## config.mk

```make
export PLATFORM = sky130hd
export DESIGN_NAME = node_sequence_gossip_table
export DESIGN_NICKNAME = d
export VERILOG_FILES = /design/src/hdl/gsp_pkg.sv /design/src/hdl/gsp_cell.sv /design/src/hdl/node_sequence_gossip_table.sv
export VERILOG_INCLUDE_DIRS = /design/src /design/src/hdl
export SDC_FILE = /design/constraint.sdc
export NUM_CORES = 2
export LEC_CHECK = 0
export BUFFER_PORTS_ARGS = -buffer_cell sky130_fd_sc_hd__buf_2
export CAP_MARGIN = 20
export CORE_ASPECT_RATIO = 0.75
export CORE_MARGIN = 2
export CORE_UTILIZATION = 45
export DETAILED_ROUTE_END_ITERATION = 12
export GPL_TIMING_DRIVEN = 0
export PLACE_DENSITY = 0.6
export SYNTH_ARGS = -nofsm -noshare
export SYNTH_HDL_FRONTEND = slang
export SYNTH_HIERARCHICAL = 1
export SYNTH_SLANG_ARGS = --single-unit
```

## constraint.sdc

```tcl
create_clock -name clk -period 24.8 [get_ports clk]
set_input_delay 2.48 -clock clk [delete_from_list [all_inputs] [get_ports clk]]
set_output_delay 2.48 -clock clk [all_outputs]
set_load 0.1 [all_outputs]
```

## src/hdl/node_sequence_gossip_table_defines.svh

```systemverilog
// Assertion macros for the gossip table RTL.
`ifndef NODE_SEQUENCE_GOSSIP_TABLE_DEFINES_SVH
`define NODE_SEQUENCE_GOSSIP_TABLE_DEFINES_SVH
`ifndef SYNTHESIS
// Same-cycle implication, checked at every rising edge outside reset.
`define GSP_ASSERT_IMP(lbl, clk, rst, ante, cons) \
  lbl: assert property (@(posedge clk) disable iff (rst) (ante) |-> (cons)) \
    else $error("gossip table check failed");
// Next-cycle implication, checked at every rising edge outside reset.
`define GSP_ASSERT_NXT(lbl, clk, rst, ante, cons) \
  lbl: assert property (@(posedge clk) disable iff (rst) (ante) |=> (cons)) \
    else $error("gossip table check failed");
`else
`define GSP_ASSERT_IMP(lbl, clk, rst, ante, cons)
`define GSP_ASSERT_NXT(lbl, clk, rst, ante, cons)
`endif
`endif

```

## src/hdl/gsp_pkg.sv

```systemverilog
// Types, codes and sizes shared by the gossip table modules.
`default_nettype none
package gsp_pkg;
  localparam int TABLE_ENTRIES = 16;
  localparam int IDX_W = (TABLE_ENTRIES > 1) ? $clog2(TABLE_ENTRIES) : 1;
  localparam int MAX_RESULTS = 15;
  localparam int MAX_ENTRIES = MAX_RESULTS - 1;
  localparam int COUNT_BYTES = 1;
  localparam int ENTRY_BYTES = 7;

  // Input kinds.
  localparam logic [1:0] KIND_INIT  = 2'd0;
  localparam logic [1:0] KIND_RECV  = 2'd1;
  localparam logic [1:0] KIND_BUMP  = 2'd2;
  localparam logic [1:0] KIND_BUILD = 2'd3;

  // Record kinds.
  localparam logic [1:0] REC_STATUS = 2'd0;
  localparam logic [1:0] REC_ENTRY  = 2'd1;
  localparam logic [1:0] REC_COUNT  = 2'd2;

  // Status codes.
  localparam logic [2:0] ST_UPDATED = 3'd0;
  localparam logic [2:0] ST_STALE   = 3'd1;
  localparam logic [2:0] ST_OWN_ID  = 3'd2;
  localparam logic [2:0] ST_FULL    = 3'd3;
  localparam logic [2:0] ST_ID_ZERO = 3'd4;

  // Configuration register indexes.
  localparam logic [1:0] CFG_OWN_ID   = 2'd0;
  localparam logic [1:0] CFG_MAX_LIFE = 2'd1;
  localparam logic [1:0] CFG_LIMIT    = 2'd2;

  // One table slot.
  typedef struct packed {
    logic [15:0] id;
    logic [31:0] seq;
    logic [7:0]  lt;
  } slot_t;
endpackage
`default_nettype wire

```

## src/hdl/gsp_cell.sv

```systemverilog
// One slot cell of the rotating table chain.
`default_nettype none
module gsp_cell (
  input  wire logic          clk,
  input  wire logic          rst,
  input  wire logic          shift,
  input  wire gsp_pkg::slot_t d,
  output gsp_pkg::slot_t     q
);
  // Take the next cell's slot (the write-back, for the tail) whenever the chain advances.
  always_ff @(posedge clk) begin
    if (rst) begin
      q <= '0;
    end else if (shift) begin
      q <= d;
    end
  end
endmodule
`default_nettype wire

```

## src/hdl/node_sequence_gossip_table.sv

```systemverilog
// Gossip table: node id / sequence / lifetime slots with find-or-allocate.
// Usage: one input channel (in_valid / in_stall) carries a command word of
// kind, node_id, seq and ttl; one output channel (out_valid / out_stall)
// returns result words. Init, receive and bump give one status word; build
// gives the payload entry words and then a count word; last marks the final
// word of each command. The slots sit in a ring of cells that, during a
// pass, advances one slot per cycle past a single head controller unless a
// stalled output freezes it. Init takes one pass. Receive, bump and build
// take a search pass, a decision state and an update pass; receive and bump
// skip the update pass when the table is full, and receive of the own id or
// of id zero skips both passes. Build adds an own-entry step when its slot
// is found. The ring pass is what sets the rate; one command is worked on at
// a time and in_stall stays high until its final word has been handed to the
// output register. A stalled output holds its word and freezes the ring when
// the next entry word is due. Reset empties all slots, clears the sequence
// counter, loads the register defaults (own id 1, lifetime 5, limit 100) and
// drops out_valid. Configuration must be written by the user through cfg_we,
// cfg_index and cfg_data while the block is idle, which it does not enforce.
`default_nettype none
`include "node_sequence_gossip_table_defines.svh"
module node_sequence_gossip_table (
  input  wire logic        clk,
  input  wire logic        rst,
  input  wire logic        cfg_we,
  input  wire logic [1:0]  cfg_index,
  input  wire logic [15:0] cfg_data,
  input  wire logic        in_valid,
  output logic             in_stall,
  input  wire logic [1:0]  kind,
  input  wire logic [15:0] node_id,
  input  wire logic [31:0] seq,
  input  wire logic [7:0]  ttl,
  output logic             out_valid,
  input  wire logic        out_stall,
  output logic [1:0]       record_kind,
  output logic [2:0]       status,
  output logic [15:0]      entry_id,
  output logic [31:0]      entry_seq,
  output logic [7:0]       entry_lifetime,
  output logic [4:0]       entry_count,
  output logic             last
);
  localparam logic [gsp_pkg::IDX_W-1:0] LAST_IDX =
    gsp_pkg::IDX_W'(gsp_pkg::TABLE_ENTRIES - 1);

  typedef enum logic [2:0] {
    S_IDLE, S_INIT, S_FIND, S_DECIDE, S_OWN, S_UPDATE, S_FINISH
  } state_t;

  state_t state;

  // Configuration registers.
  logic [15:0] own_id;
  logic [7:0]  max_life;
  logic [6:0]  limit;

  // Latched command.
  logic [1:0]  op;
  logic [15:0] rx_id;
  logic [31:0] rx_seq;
  logic [7:0]  rx_ttl;

  // Pass bookkeeping.
  logic [gsp_pkg::IDX_W-1:0] idx;
  logic                      match_found;
  logic [gsp_pkg::IDX_W-1:0] match_idx;
  logic [31:0]               match_seq;
  logic                      empty_found;
  logic [gsp_pkg::IDX_W-1:0] empty_idx;
  logic [31:0]               empty_seq;
  logic [2:0]                st;
  logic [4:0]                n;
  logic [7:0]                len;
  logic                      stop;
  logic [31:0]               own_counter;

  // Ring of slot cells; cell 0 is the head seen by the controller.
  gsp_pkg::slot_t ring [gsp_pkg::TABLE_ENTRIES];
  gsp_pkg::slot_t head;
  gsp_pkg::slot_t wb;
  logic           shift_en;

  for (genvar i = 0; i < gsp_pkg::TABLE_ENTRIES; i++) begin : g_cell
    if (i == gsp_pkg::TABLE_ENTRIES - 1) begin : g_tail
      gsp_cell u_cell (.clk(clk), .rst(rst), .shift(shift_en), .d(wb), .q(ring[i]));
    end else begin : g_body
      gsp_cell u_cell (.clk(clk), .rst(rst), .shift(shift_en), .d(ring[i+1]), .q(ring[i]));
    end
  end

  assign head = ring[0];

  // Head decode.
  logic [15:0]               key;
  logic                      pass_end;
  logic                      target_found;
  logic [gsp_pkg::IDX_W-1:0] target_idx;
  logic [31:0]               target_seq;
  logic                      at_target;
  logic                      seq_newer;
  logic                      other_live;
  logic                      room;
  logic                      emit_cand;
  logic                      emit;
  logic                      out_free;
  logic                      out_load;

  always_comb begin
    key          = (op == gsp_pkg::KIND_RECV) ? rx_id : own_id;
    pass_end     = (idx == LAST_IDX);
    target_found = match_found || empty_found;
    target_idx   = match_found ? match_idx : empty_idx;
    target_seq   = match_found ? match_seq : empty_seq;
    at_target    = target_found && (idx == target_idx);
    seq_newer    = rx_seq > head.seq;
    other_live   = (head.id != 16'd0) && (head.id != own_id) && (head.lt > 8'd1);
    room         = ((len + 8'(gsp_pkg::ENTRY_BYTES)) <= {1'b0, limit}) &&
                   (n < 5'(gsp_pkg::MAX_ENTRIES));
    emit_cand    = (state == S_UPDATE) && (op == gsp_pkg::KIND_BUILD) && !stop &&
                   other_live;
    out_free     = !out_valid || !out_stall;
    emit         = emit_cand && room && out_free;
    out_load     = ((state == S_OWN) || (state == S_FINISH)) ? out_free : emit;
  end

  // The ring advances on every pass cycle, but waits for a free output
  // register when an entry word is due.
  always_comb begin
    case (state)
      S_INIT, S_FIND: shift_en = 1'b1;
      S_UPDATE:       shift_en = !(emit_cand && room && !out_free);
      default:        shift_en = 1'b0;
    endcase
  end

  // Write-back of the head slot into the tail of the ring.
  always_comb begin
    wb = head;
    case (state)
      S_INIT: begin
        wb = '0;
        if (idx == '0) begin
          wb.id  = own_id;
          wb.seq = 32'd1;
          wb.lt  = max_life;
        end
      end
      S_UPDATE: begin
        if (at_target) begin
          case (op)
            gsp_pkg::KIND_RECV: begin
              wb.id = rx_id;
              if (seq_newer) begin
                wb.seq = rx_seq;
                wb.lt  = rx_ttl;
              end
            end
            gsp_pkg::KIND_BUMP: begin
              wb.id  = own_id;
              wb.seq = own_counter + 32'd1;
              wb.lt  = max_life;
            end
            gsp_pkg::KIND_BUILD: begin
              wb.id = own_id;
              wb.lt = max_life;
            end
            default: wb = head;
          endcase
        end
      end
      default: wb = head;
    endcase
  end

  assign in_stall = (state != S_IDLE);

  // Controller state, counters and output register.
  always_ff @(posedge clk) begin
    if (rst) begin
      state       <= S_IDLE;
      own_id      <= 16'd1;
      max_life    <= 8'd5;
      limit       <= 7'd100;
      own_counter <= '0;
      idx         <= '0;
      match_found <= 1'b0;
      empty_found <= 1'b0;
      stop        <= 1'b0;
      n           <= '0;
      len         <= 8'(gsp_pkg::COUNT_BYTES);
      out_valid   <= 1'b0;
    end else begin
      // Configuration writes.
      if (cfg_we) begin
        case (cfg_index)
          gsp_pkg::CFG_OWN_ID:   own_id   <= cfg_data;
          gsp_pkg::CFG_MAX_LIFE: max_life <= cfg_data[7:0];
          gsp_pkg::CFG_LIMIT:    limit    <= cfg_data[6:0];
          default: ;
        endcase
      end

      // A new word is loaded, or the held word leaves when the receiver takes it.
      if (out_load) begin
        out_valid <= 1'b1;
      end else if (!out_stall) begin
        out_valid <= 1'b0;
      end

      case (state)
        S_IDLE: begin
          if (in_valid) begin
            op          <= kind;
            rx_id       <= node_id;
            rx_seq      <= seq;
            rx_ttl      <= ttl;
            idx         <= '0;
            match_found <= 1'b0;
            empty_found <= 1'b0;
            stop        <= 1'b0;
            n           <= '0;
            len         <= 8'(gsp_pkg::COUNT_BYTES);
            case (kind)
              gsp_pkg::KIND_INIT: state <= S_INIT;
              gsp_pkg::KIND_RECV: begin
                if (node_id == own_id) begin
                  st    <= gsp_pkg::ST_OWN_ID;
                  state <= S_FINISH;
                end else if (node_id == 16'd0) begin
                  st    <= gsp_pkg::ST_ID_ZERO;
                  state <= S_FINISH;
                end else begin
                  state <= S_FIND;
                end
              end
              default: state <= S_FIND;
            endcase
          end
        end

        // Clear every slot and install the own node in slot zero.
        S_INIT: begin
          idx <= pass_end ? '0 : idx + 1'b1;
          if (pass_end) begin
            own_counter <= 32'd1;
            st          <= gsp_pkg::ST_UPDATED;
            state       <= S_FINISH;
          end
        end

        // Search pass: first slot holding the key and first empty slot.
        S_FIND: begin
          if (!match_found && (head.id == key)) begin
            match_found <= 1'b1;
            match_idx   <= idx;
            match_seq   <= head.seq;
          end
          if (!empty_found && (head.id == 16'd0)) begin
            empty_found <= 1'b1;
            empty_idx   <= idx;
            empty_seq   <= head.seq;
          end
          idx <= pass_end ? '0 : idx + 1'b1;
          if (pass_end) begin
            state <= S_DECIDE;
          end
        end

        S_DECIDE: begin
          st <= target_found ? gsp_pkg::ST_UPDATED : gsp_pkg::ST_FULL;
          if (op == gsp_pkg::KIND_BUILD) begin
            state <= target_found ? S_OWN : S_UPDATE;
          end else begin
            state <= target_found ? S_UPDATE : S_FINISH;
          end
        end

        // Own entry goes out first at full lifetime.
        S_OWN: begin
          if (out_free) begin
            record_kind    <= gsp_pkg::REC_ENTRY;
            status         <= gsp_pkg::ST_UPDATED;
            entry_id       <= own_id;
            entry_seq      <= target_seq;
            entry_lifetime <= max_life;
            entry_count    <= '0;
            last           <= 1'b0;
            n              <= 5'd1;
            len            <= 8'(gsp_pkg::COUNT_BYTES + gsp_pkg::ENTRY_BYTES);
            state          <= S_UPDATE;
          end
        end

        // Update pass: modify the target slot; for build, emit other live entries.
        S_UPDATE: begin
          if (shift_en) begin
            if (at_target) begin
              case (op)
                gsp_pkg::KIND_RECV: begin
                  st <= seq_newer ? gsp_pkg::ST_UPDATED : gsp_pkg::ST_STALE;
                end
                gsp_pkg::KIND_BUMP: own_counter <= own_counter + 32'd1;
                default: ;
              endcase
            end
            if (emit_cand && !room) begin
              stop <= 1'b1;
            end
            if (emit) begin
              record_kind    <= gsp_pkg::REC_ENTRY;
              status         <= gsp_pkg::ST_UPDATED;
              entry_id       <= head.id;
              entry_seq      <= head.seq;
              entry_lifetime <= head.lt - 8'd1;
              entry_count    <= '0;
              last           <= 1'b0;
              n              <= n + 5'd1;
              len            <= len + 8'(gsp_pkg::ENTRY_BYTES);
            end
            idx <= pass_end ? '0 : idx + 1'b1;
            if (pass_end) begin
              state <= S_FINISH;
            end
          end
        end

        // Final status or count word.
        S_FINISH: begin
          if (out_free) begin
            status         <= st;
            entry_id       <= '0;
            entry_seq      <= '0;
            entry_lifetime <= '0;
            last           <= 1'b1;
            if (op == gsp_pkg::KIND_BUILD) begin
              record_kind <= gsp_pkg::REC_COUNT;
              entry_count <= n;
            end else begin
              record_kind <= gsp_pkg::REC_STATUS;
              entry_count <= '0;
            end
            state <= S_IDLE;
          end
        end

        default: state <= S_IDLE;
      endcase
    end
  end

  // An accepted command leaves the block busy in the cycle after it is taken.
  `GSP_ASSERT_NXT(a_busy_after_accept, clk, rst, in_valid && !in_stall, in_stall)
  // Every pass leaves the ring aligned with slot zero at the head.
  `GSP_ASSERT_IMP(a_idle_aligned, clk, rst, state == S_IDLE, idx == '0)
  // The entry count never exceeds the entry cap, MAX_ENTRIES.
  `GSP_ASSERT_IMP(a_count_cap, clk, rst, 1'b1, n <= 5'(gsp_pkg::MAX_ENTRIES))
  // Entry words are never the final word of a command.
  `GSP_ASSERT_IMP(a_entry_not_last, clk, rst,
    out_valid && (record_kind == gsp_pkg::REC_ENTRY), !last)
endmodule
`default_nettype wire

```

### After elaboration in Yosys (flattened, before gate mapping)

Cells that the tools add are included.

| operators by class | value |
|---|---|
| add/sub/neg operators | 5 |
| order comparisons | 4 |
| equal/unequal tests | 33 |
| mux-type cells | 101 |
| bitwise logic cells | 1 |
| reduce and logical (&&, ||, !) cells | 56 |

Operator list:

| operator | count |
|---|---|
| $mux 32 | 9 |
| $pmux 32 s2 | 2 |
| $mux 56 | 2 |
| $pmux 56 s2 | 1 |
| $pmux 32 s3 | 1 |
| $mux 16 | 5 |
| $mux 8 | 8 |
| $mux 3 | 19 |
| $pmux 16 s3 | 1 |
| $pmux 8 s3 | 2 |
| $mux 5 | 9 |
| $mux 40 | 1 |
| $add 32x1->32 const B | 1 |
| $eq 16x16->1 | 2 |
| $gt 32x32->1 | 1 |
| $logic_not 16->1 | 2 |
| $pmux 16 s2 | 1 |
| $pmux 5 s3 | 2 |
| $pmux 3 s7 | 1 |
| $ne 2x2->1 const B | 10 |
| $reduce_and 3->1 | 6 |
| $mux 2 | 8 |
| $mux 4 | 4 |
| $ne 16x16->1 | 1 |
| 42 further kinds | 101 |

| storage, ports and cells | value |
|---|---|
| flip-flop bits (word level) | 1183 |
| bits of input ports | 81 |
| output and inout bits | 69 |

### Logic depth before layout (Yosys ltp)

| logic depth | value |
|---|---|
| depth in word-level cells | 10 |
| gate-level depth with buffers | 16 |

### Modules after synthesis

Netlist, hierarchy kept.

Modules (own cells, without submodules):

| module | instances | cells each | area each (sq um) | seq. area each (sq um) |
|---|---|---|---|---|
| gsp_cell | 16 | 180 | 2014.4 | 1121.1 |
| node_sequence_gossip_table | 1 | 1498 | 15552.4 | 7747.4 |

### Worst setup path after synthesis

No wires, ideal clock.

| path | value |
|---|---|
| kind | input port to flip-flop |
| start | input port rst |
| end | register entry_count[0], enable pin |
| library setup time | 0.851 ns |
| arrival | 13.372 ns |
| data required time | 23.949 ns |
| slack | 10.578 ns |
| stages on the path | 3 |
| buffers on the path | 2 |
| cell sequence | clkbuf_1 > clkbuf_1 > a2111oi_0 |

| on the way | value |
|---|---|
| word-level cells in the longest chain between the ends | 2 |

RTL lines:

| what | RTL line | RTL |
|---|---|---|
| start, declared | node_sequence_gossip_table.sv:23 | `input wire logic rst,` |
| $not 1->1 (no source line) | - |  |
| $reduce_and 6->1 (no source line) | - |  |
| end signal, assigned | node_sequence_gossip_table.sv:337 | `entry_count <= n;` |
| end, declared | node_sequence_gossip_table.sv:40 | `output logic [4:0] entry_count,` |

No other way between the ends.
A chain may end at the register's enable or synchronous reset.

### Worst setup path in the final report

| path | value |
|---|---|
| start | register op[1] |
| end | register st[2], enable pin |

| on the way | value |
|---|---|
| word-level cells in the longest chain between the ends | 10 |
| elaborated cells between the ends (all ways) | 12 |
| classes of those cells | eq/ne: 4; mux: 1; reduce/logical: 7 |

RTL lines:

| what | RTL line | RTL |
|---|---|---|
| start, declared | node_sequence_gossip_table.sv:58 | `logic [1:0] op;` |
| start signal, assigned | node_sequence_gossip_table.sv:213 | `op <= kind;` |
| $eq 2x2->1 | node_sequence_gossip_table.sv:119 | `emit_cand = (state == S_UPDATE) && (op == gsp_pkg::KIND_BUILD) && !stop &&` |
| $logic_and 1x1->1 (3 in series) | node_sequence_gossip_table.sv:119 |  |
| $logic_and 1x1->1 (2 in series) | node_sequence_gossip_table.sv:131 | `S_UPDATE: shift_en = !(emit_cand && room && !out_free);` |
| $logic_not 1->1 | node_sequence_gossip_table.sv:131 |  |
| $pmux 1 s2 | node_sequence_gossip_table.sv:129 | `case (state)` |
| $ne 2x1->1 (no source line) | - |  |
| $reduce_and 9->1 (no source line) (*) | - |  |
| end signal, assigned | node_sequence_gossip_table.sv:227 | `st <= gsp_pkg::ST_OWN_ID;` |
| end signal, assigned | node_sequence_gossip_table.sv:230 | `st <= gsp_pkg::ST_ID_ZERO;` |
| end signal, assigned | node_sequence_gossip_table.sv:246 | `st <= gsp_pkg::ST_UPDATED;` |
| end, declared | node_sequence_gossip_table.sv:71 | `logic [2:0] st;` |

Every way passes the cells marked *; elsewhere a longest branch is shown, timed or not.

==> results.ini <==
[run_status]
status=finished clean

[pwr]
powerDensity_nw_per_um2=102.0
combPwrFrac_pct=31.5
seq_power_share_pct=36.5
swShare_pct=31.56
switchingPower_mw=1.753
clkPwrFrac_pct=32.1
vdd_drop_max_v=0.00006710
leakage_nw=20.77
intPower_mw=3.801

[synth]
synth_top_family_by_area=multiplexers
muxShareOfSynthArea_pct=20.24
synth_nets=4510
synth.most_common_cell=nor2_1
synth_top_area_cell=dfxtp_1
synth_compound_area_share_pct=5.918
netlist_area_um2=47780
synth_area_leaders=dfxtp_1 (41%), mux2i_1 (20%), edfxtp_1 (13%)
synthFlopType=dfxtp_1
synth_edf_count=200
synthTopCellsByCount=nor2_1 (989), dfxtp_1 (983), mux2i_1 (966), edfxtp_1 (200), clkbuf_1 (123)
netlist_instances=4378
ys_seq_area_share_pct=53.75
synth_xor_xnor_area_share_pct=1.686
yosysWarningCount=6
avgSynthCellArea_um2=10.91
synthDominantCellAreaShare_pct=41.18
synth-simple-area-share_pct=11.37
ys_seq_elements=1183
synth_cell_types=82
synthArstFlopShare_pct=0
synth_adder_area_share_pct=1.335

[final_layout]
nFillCells=9450
post_layout_nonfiller_instances=6187
layout-drive-gt1-share_pct=10.69
final_area_um2=54440
areaGrowthSynthToFinish_pct=13.94
fin_nets=4803
antenna_cells=0

[critical_path]
cp-end-kind=flip-flop
critPathBufInv=7
critical_path.slowest_cell=a2111oi_1
worstSetupStartpointType=flip-flop
cp.depth=10
crit_family=buffers and inverters
cpPeakStageDelay_ps=1000
r2r.worst_path.cells=10
r2r_start=op[1]
crit_start=op[1]
critPathKind=reg2reg
crit_chain=clkbuf_1 -> clkbuf_1 -> inv_1 -> ha_1 -> clkbuf_1 -> buf_2 -> clkbuf_1 -> clkbuf_1 -> o211ai_1 -> a2111oi_1
path_max_fanout=10
crit_path_frequent_cell=clkbuf_1
r2r_slack_ps=19250
worstPathArrival_ps=5890
worstReg2RegEnd=st[2]
cp-endpoint=st[2]
crit_required_ps=25140

[floorplan]
dieArea_um2=108800
die_w_um=380.3
start_util_pct=45.38
rows=103
core_um2=105300
io_pins=150
die_y_um=286.2

[timing]
setup_viol=0
slew_headroom_pct=20.18
clock.fmax_mhz=180.2
setup_tns_ps=0
finalCritPeriodShare_pct=22.37
rsz0062_at_grt=false
post-route-min-period_ps=5549
final_max_slew_viol_count=0
fin_worst_skew_ps=31.92
hold_viol=0
tightest_slew_ps=1186

[global_routing]
grt_max_degree=35
gr-usage-all-layers_pct=23.66
grt-ovfl-total=0
grt_pass1_wl_um=196600
grt_pass1_vias=30680
antenna_found_initial=2

[placement]
dpl.cell_count=5971
dp_hpwl_um=95270
portBuffers=149
gp_congestion=0.9376
dpl_cell_area_um2=50580

[detailed_routing]
first_iter_violations=2725
drt_first_pass_iters=6
routedWlPerCell_um=21.23
ant_nets=0
via_per_inst=5.241
num_vias=32429
routed_wirelength_um=131300
remaining_drc_errors=0

[cts]
cts_tree=done
numCtsBuffers=115
post-cts-setup-buffers=0
clock_latency_ps=740
cts.path.max_buffers=3
post_cts_resized=0
clockRootBuffer=clkbuf_16
clk_pin_slew_ps=70
ctsHoldBuffers=0
numClockSinks=1183
htreeDepth=3

[hold_path]
hold_class=reg2reg

[job]
cap_violations=0

==> metrics by stage <==
stage                     setup WS [ps]  util [%]  hold WS (ps)  power [mW]
after floorplan                   10580         -         441.2       3.438
after global placement             1384     47.77         457.1       3.804
after detailed placement          18850     48.04         471.9       3.804
after CTS                         19300     51.71         485.9       5.590
after global routing              19210     51.71         497.4       5.742
final                             19250     51.71         479.5       5.554
==> worst register-to-register path, delay by kind of cell (launching register included) <==
family	cells	cell delay (ps)
adders and majority gates	1	160
buffers and inverters	7	3310
DFF	1	460
AOI/OAI and AO/OA	2	1220
==> cells in the final DEF, fill, tap and decap left out, types with 14 or more instances in the layout <==
master	count
clkinv_2	20
o22ai_1	35
a21oi_1	89
xnor2_1	59
mux2i_1	966
buf_12	67
xor2_1	33
buf_4	29
dfxtp_1	983
and3_1	33
buf_6	24
edfxtp_1	200
a22oi_1	38
a22o_1	33
nand3_1	29
and2_1	14
a221o_1	44
clkbuf_16	116
buf_1	60
buf_2	184
clkbuf_1	155
nand2_1	115
nand4_1	25
o21ai_0	72
nor4_1	21
inv_1	68
clkbuf_8	25
nor2_1	988
ha_1	51
==> worst min path at each step <==
stage / end / slack (ps) / cells after the start / start
after floorplan: own_counter[31] / 440 / 2 / own_counter[31]
after global placement: own_counter[31] / 460 / 2 / own_counter[31]
after detailed placement: match_seq[26] / 470 / 0 / g_cell[0].g_body.u_cell/q[34]
after CTS: own_counter[31] / 490 / 2 / own_counter[31]
after global routing: g_cell[0].g_body.u_cell/q[1] / 500 / 2 / g_cell[1].g_body.u_cell/q[1]
final: g_cell[1].g_body.u_cell/q[49] / 480 / 2 / g_cell[2].g_body.u_cell/q[49]
==> power by group through the flow <==
stage / combinational, mW / sequential (mW) / clock [mW]
after floorplan: 1.33 / 2.11 / 0
final: 1.75 / 2.03 / 1.78
after detailed placement: 1.74 / 2.07 / 0
after global routing: 1.81 / 2.03 / 1.90
after CTS: 1.75 / 2.02 / 1.82
after global placement: 1.73 / 2.08 / 0
==> final cells by class <==
type / instances / area (µm²) / area share [%]
clock inverters: 43 / 498.0 / 0.9146
multi-input cells: 2812 / 19400 / 35.64
well taps: 1417 / 1773 / 3.256
plain buffers: 312 / 2460 / 4.518
inverters: 71 / 266.5 / 0.4895
flip-flops and latches: 1183 / 25680 / 47.18
repair buffers: 176 / 992.2 / 1.822
clock buffers: 173 / 3367 / 6.184
==> flip-flops by register name (all words and copies together) (netlist names), 3 cells and up <==
signal                  cells
entry_id                   16
rx_id                      16
entry_count                 5
g_cell.g_tail.u_cell/q     56
rx_ttl                      8
match_idx                   4
state                       3
entry_seq                  32
own_id                     16
idx                         4
limit                       7
empty_seq                  32
len                         8
g_cell.g_body.u_cell/q    840
entry_lifetime              8
status                      3
n                           5
match_seq                  32
max_life                    8
empty_idx                   4
rx_seq                     32
st                          3
own_counter                32
==> logic make-up after synthesis <==
kind of cell / Yosys count
adders and majority gates: 51
DFF: 1183
xor gates and xnor gates: 92
buffers and inverters: 383
AOI/OAI and AO/OA: 398
and+or+nand+nor: 1305
muxes: 966
==> layer usage <==
layer  vias to the layer above  global-route usage (%)  part of all wire, %
li1                      15831                       -                    -
met1                     15416                   35.10                   49
met2                       978                   34.29                   41
met3                       204                   5.241                  6.9
met4                         0                   6.845                  2.7
met5                         -                       0                    0
Power figures use the tool's default switching activity.
